## src/rtl/gis_pkg.sv

```systemverilog
// shared types and constants for the graph infection spread step block
// no dependencies; used by gis_bitmem, gis_count and graph_infection_spread_step
package gis_pkg;

  // node space and field widths
  localparam int NODES_DEF = 65536;
  localparam int NODE_W    = 16;
  localparam int PCT_W     = 7;
  localparam int CNT_W     = 16;
  localparam int CFG_IDX_W = 1;

  // bit stores are organized in rows of ROW_BITS nodes
  localparam int ROW_BITS = 8;
  localparam int BIT_W    = $clog2(ROW_BITS);

  // register reset values
  localparam logic [PCT_W-1:0] SEED_RESET   = 7'd1;
  localparam logic [PCT_W-1:0] SPREAD_RESET = 7'd3;

  // item modes
  localparam logic [1:0] MODE_SEED  = 2'd0;
  localparam logic [1:0] MODE_EDGE  = 2'd1;
  localparam logic [1:0] MODE_ROUND = 2'd2;

  // register indexes
  localparam logic [CFG_IDX_W-1:0] REG_SEED   = 1'd0;
  localparam logic [CFG_IDX_W-1:0] REG_SPREAD = 1'd1;

  // controller states
  typedef enum logic [2:0] {
    S_CLEAR,
    S_IDLE,
    S_EDGE1,
    S_EDGE2,
    S_SWEEP,
    S_DRAIN,
    S_DONE
  } state_t;

  // masked row write request
  typedef struct packed {
    logic                en;
    logic [ROW_BITS-1:0] mask;
    logic [ROW_BITS-1:0] data;
  } wr_t;

  // one-hot mask for a bit inside a row
  function automatic logic [ROW_BITS-1:0] bit_mask(input logic [BIT_W-1:0] b);
    return ROW_BITS'(1) << b;
  endfunction

endpackage

```

## src/rtl/gis_count.sv

```systemverilog
// saturating infected-node counter fed one row of bits per cycle while add_en is high
// depends on gis_pkg for the row and count widths
module gis_count import gis_pkg::*; (
  input  logic                clk,
  input  logic                clr,
  input  logic                add_en,
  input  logic [ROW_BITS-1:0] row,
  output logic [CNT_W-1:0]    count
);

  logic [BIT_W:0]   pop;
  logic [CNT_W:0]   sum;
  logic [CNT_W-1:0] count_next;

  // population count of the row and saturating add
  always_comb begin
    pop = '0;
    for (int i = 0; i < ROW_BITS; i++) begin
      pop = pop + (BIT_W+1)'(row[i]);
    end
    sum = {1'b0, count} + (CNT_W+1)'(pop);
    count_next = sum[CNT_W] ? {CNT_W{1'b1}} : sum[CNT_W-1:0];
  end

  always_ff @(posedge clk) begin
    if (clr) begin
      count <= '0;
    end else if (add_en) begin
      count <= count_next;
    end
  end

endmodule

```

## config.mk

```make
export PLATFORM = sky130hd
export DESIGN_NAME = gis_count
export DESIGN_NICKNAME = d
export VERILOG_FILES = /design/src/rtl/gis_pkg.sv /design/src/rtl/gis_count.sv
export SDC_FILE = /design/constraint.sdc
export NUM_CORES = 1
export LEC_CHECK = 0
export BUFFER_PORTS_ARGS = -buffer_cell sky130_fd_sc_hd__buf_4
export CAP_MARGIN = 0
export CORE_AREA = 3 3 50 52
export CTS_CLUSTER_DIAMETER = 80
export CTS_CLUSTER_SIZE = 24
export DETAILED_ROUTE_END_ITERATION = 12
export DIE_AREA = 0 0 53 55
export PLACE_DENSITY_LB_ADDON = 0.3
export SYNTH_ARGS = -nofsm -noshare
export SYNTH_HDL_FRONTEND = slang
export SYNTH_SLANG_ARGS = --single-unit
```

## constraint.sdc

```tcl
create_clock -name clk -period 4.22 [get_ports clk]
set_input_delay 0.422 -clock clk [delete_from_list [all_inputs] [get_ports clk]]
set_output_delay 0.422 -clock clk [all_outputs]
set_load 0.02 [all_outputs]
```

==> out/qor.yml <==
largest_reg_flops: 16
clkLatencyLatePin_ps: 290
hold_viol: 0
seq_area_frac_synth_pct: 30.8
syn_nets: 139
routed_wl_um: 2600
numCtsBuffers: 3
min_path_cells: 2
avgViaCountPerCell: 5.66
reg2reg_slack_ps: 960
critPathArrivalTime_ps: 3830
ctsResizeCount: 0
htreeDepth: 1
die_w_um: 53
required_ps: 4410
cts_tree: "done"
stdcell_area_sq_mm: 0.00130
skew_ps: 4.73
dieArea_sq_mm: 0.00292
cts_hold_buf: 0
ir_worst_vdd_v: 0.000315
antenna_left: 0
largestRegisters: "count (16)"
relSlewSlack_pct: 63.2
drv_slew: 0
drive_above_1_share_pct: 26.9
grtUsageTotal_pct: 20.6
cts-root-buf: "clkbuf_4"
synth.area.top_cells: "dfxtp_1 31%, fa_1 9.6%, ha_1 7.2%"
diodes: 0
start_util_pct: 48.4
r2r-start: "count[0]$_SDFFE_PP0P_"
worst-path-max-fanout: 5
pre_cts_ws_ps: 298
multi_input_area_sq_um: 662
synth_cell_types: 34
setup_ws_ps: 579
min_path_type: "primary input to flip-flop"
portBuffers: 26
antenna_found_initial: 0
grt_pass1_wl_um: 4220
synth_commonest_cells: "16 x dfxtp_1, 13 x inv_1, 12 x nor2_1, 9 x a21oi_1"
timing.rr.end: "count[6]$_SDFFE_PP0P_"
period_minus_slack_ps: 3640
synth_top_area_cell: "dfxtp_1"
design.core.area_sq_mm: 0.00215
regMostFlops: "count"
fmax_mhz: 275
die_h_um: 55
status: "completed"
place_area_sq_mm: 0.00126
vias: 980
cp-end-kind: "flip-flop"
power_density_mw_per_mm2: 373
period_share_pct: 86.3
area_growth_pct: 24.8
avgSynthCellArea_sq_um: 8.89
ys_seq_elements: 16
cp_slowest_cell: "fa_1"
finalSetupViolations: 0
path_class: "primary input to flip-flop"
drtIter0Drc: 17
detail_route.wl_per_cell_um: 15.0
yosysWarnings: 0
nNetsFinal: 168
path_cells: "buf_4 -> fa_1 -> inv_1 -> fa_1 -> fa_1 -> fa_1 -> inv_1 -> fa_1 -> a211oi_2 -> nor2_1 -> nand3_1 -> xor2_1 -> a21oi_1"
fillCellCount: 200
synth_cells: 117
clk_pin_slew_ps: 100
ys.flop_type: "dfxtp_1"
cts_buffer_depth: 2
rsz0062_at_grt: "false"
final_util_pct: 60.4
netlist_area_sq_mm: 0.00104
seq_area_sq_um: 320
async_flop_share_pct: 0
firstDrtPassIters: 4
yosysMostFrequentCell: "dfxtp_1"
place_congestion: 0.869
max_cap_viol_count: 0
grt_max_degree: 17
io_pins: 27
p_leak_nw: 0.556
cp-start-kind: "primary input"
reg2reg_depth: 11
dp_hpwl_um: 2070
clock_sinks: 16
post_cts_buffers: 0
row_count: 17
drcViolationCount: 0
tightest_slew_ps: 552
grt_remaining_overflow: 0
netlist.area_leader.share_pct: 30.8
setup_tns_ps: 0
grt_pass1_vias: 923
holdCritStartpoint: "clr"
crit_top_cell: "fa_1"
hold_end: "count[14]$_SDFFE_PP0P_"
slowest_delay_ps: 550
synth-edff-count: 0
==> per-layer routing <==
metal  GRT usage, %  vias to the layer above  wire [um]
met2           35.7                       30       1370
met3           5.63                       10        127
met1           24.1                      470       1020
met5              0                        -          0
li1               -                      470          -
met4           8.09                        0         84
==> worst max-delay path by stage <==
| stage | from | to | slack [ps] | cells past startpoint |
|---|---|---|---|---|
| floorplan | row[0] | count[6]$_SDFFE_PP0P_ | 680 | 12 |
| CTS | row[0] | count[6]$_SDFFE_PP0P_ | 600 | 13 |
| global route | row[0] | count[10]$_SDFFE_PP0P_ | 480 | 12 |
| global placement | row[0] | count[6]$_SDFFE_PP0P_ | 500 | 13 |
| detailed placement | row[0] | count[6]$_SDFFE_PP0P_ | 300 | 13 |
| finish | row[0] | count[6]$_SDFFE_PP0P_ | 580 | 13 |
==> power by group <==
group	switching (W)	internal [W]
clock network	0.0000493	0.0000526
logic	0.000119	0.0000918
registers	0.00000937	0.000161
total	0.000178	0.000305
==> cells in the final DEF, fill, tap and decap left out, drive strengths merged <==
| cell type | count |
|---|---|
| and4 | 1 |
| nor2 | 13 |
| xnor2 | 6 |
| ha | 6 |
| a211oi | 7 |
| o2111ai | 1 |
| o21a | 1 |
| dfxtp | 16 |
| fa | 5 |
| nand3 | 4 |
| a21o | 2 |
| nor3 | 4 |
| nor2b | 1 |
| a21boi | 1 |
| and3 | 2 |
| xor2 | 1 |
| a21oi | 9 |
| nand2b | 1 |
| clkbuf | 4 |
| o21ai | 3 |
| nand2 | 7 |
| inv | 13 |
| nand4 | 3 |
| o21bai | 1 |
| a311oi | 3 |
| a31oi | 4 |
| buf | 26 |
==> critical path, delay by kind of cell <==
kind	cells	cell delay, ps
compound gates	2	480
xor+xnor	1	150
simple gates	2	310
fa+ha+maj	5	2230
buf+inv	3	250
==> stage by stage <==
| step | hold WS (ps) | cells | power, W |
|---|---|---|---|
| final | 425 | 173 | 0.000484 |
| after global routing | 428 | 173 | 0.000515 |
| after floorplan | 494 | 117 | 0.000315 |
| after detailed placement | 502 | 169 | 0.000379 |
| after CTS | 423 | 173 | 0.000485 |
| after global placement | 493 | 169 | 0.000364 |
==> area by class of cell <==
cell class / count / share of cell area, %
tap: 28 / 2.70
multi-input combinational: 86 / 51.0
timing repair buffer: 26 / 15.0
inverter: 13 / 3.76
clock buffer: 4 / 2.80
sequential: 16 / 24.7
==> logic make-up (layout without fill, tap and decap cells) <==
family | count (synthesis) | after routing | synth area share [%]
AND/OR/NAND/NOR | 36 | 36 | 19.3
AO/OA/AOI/OAI | 32 | 32 | 21.7
flip-flops | 16 | 16 | 30.8
buffers and inverters | 15 | 43 | 5.53
adder cells (fa/ha/maj) | 11 | 11 | 16.8
XOR/XNOR | 7 | 7 | 5.90
(Power assumes the default switching activity.)
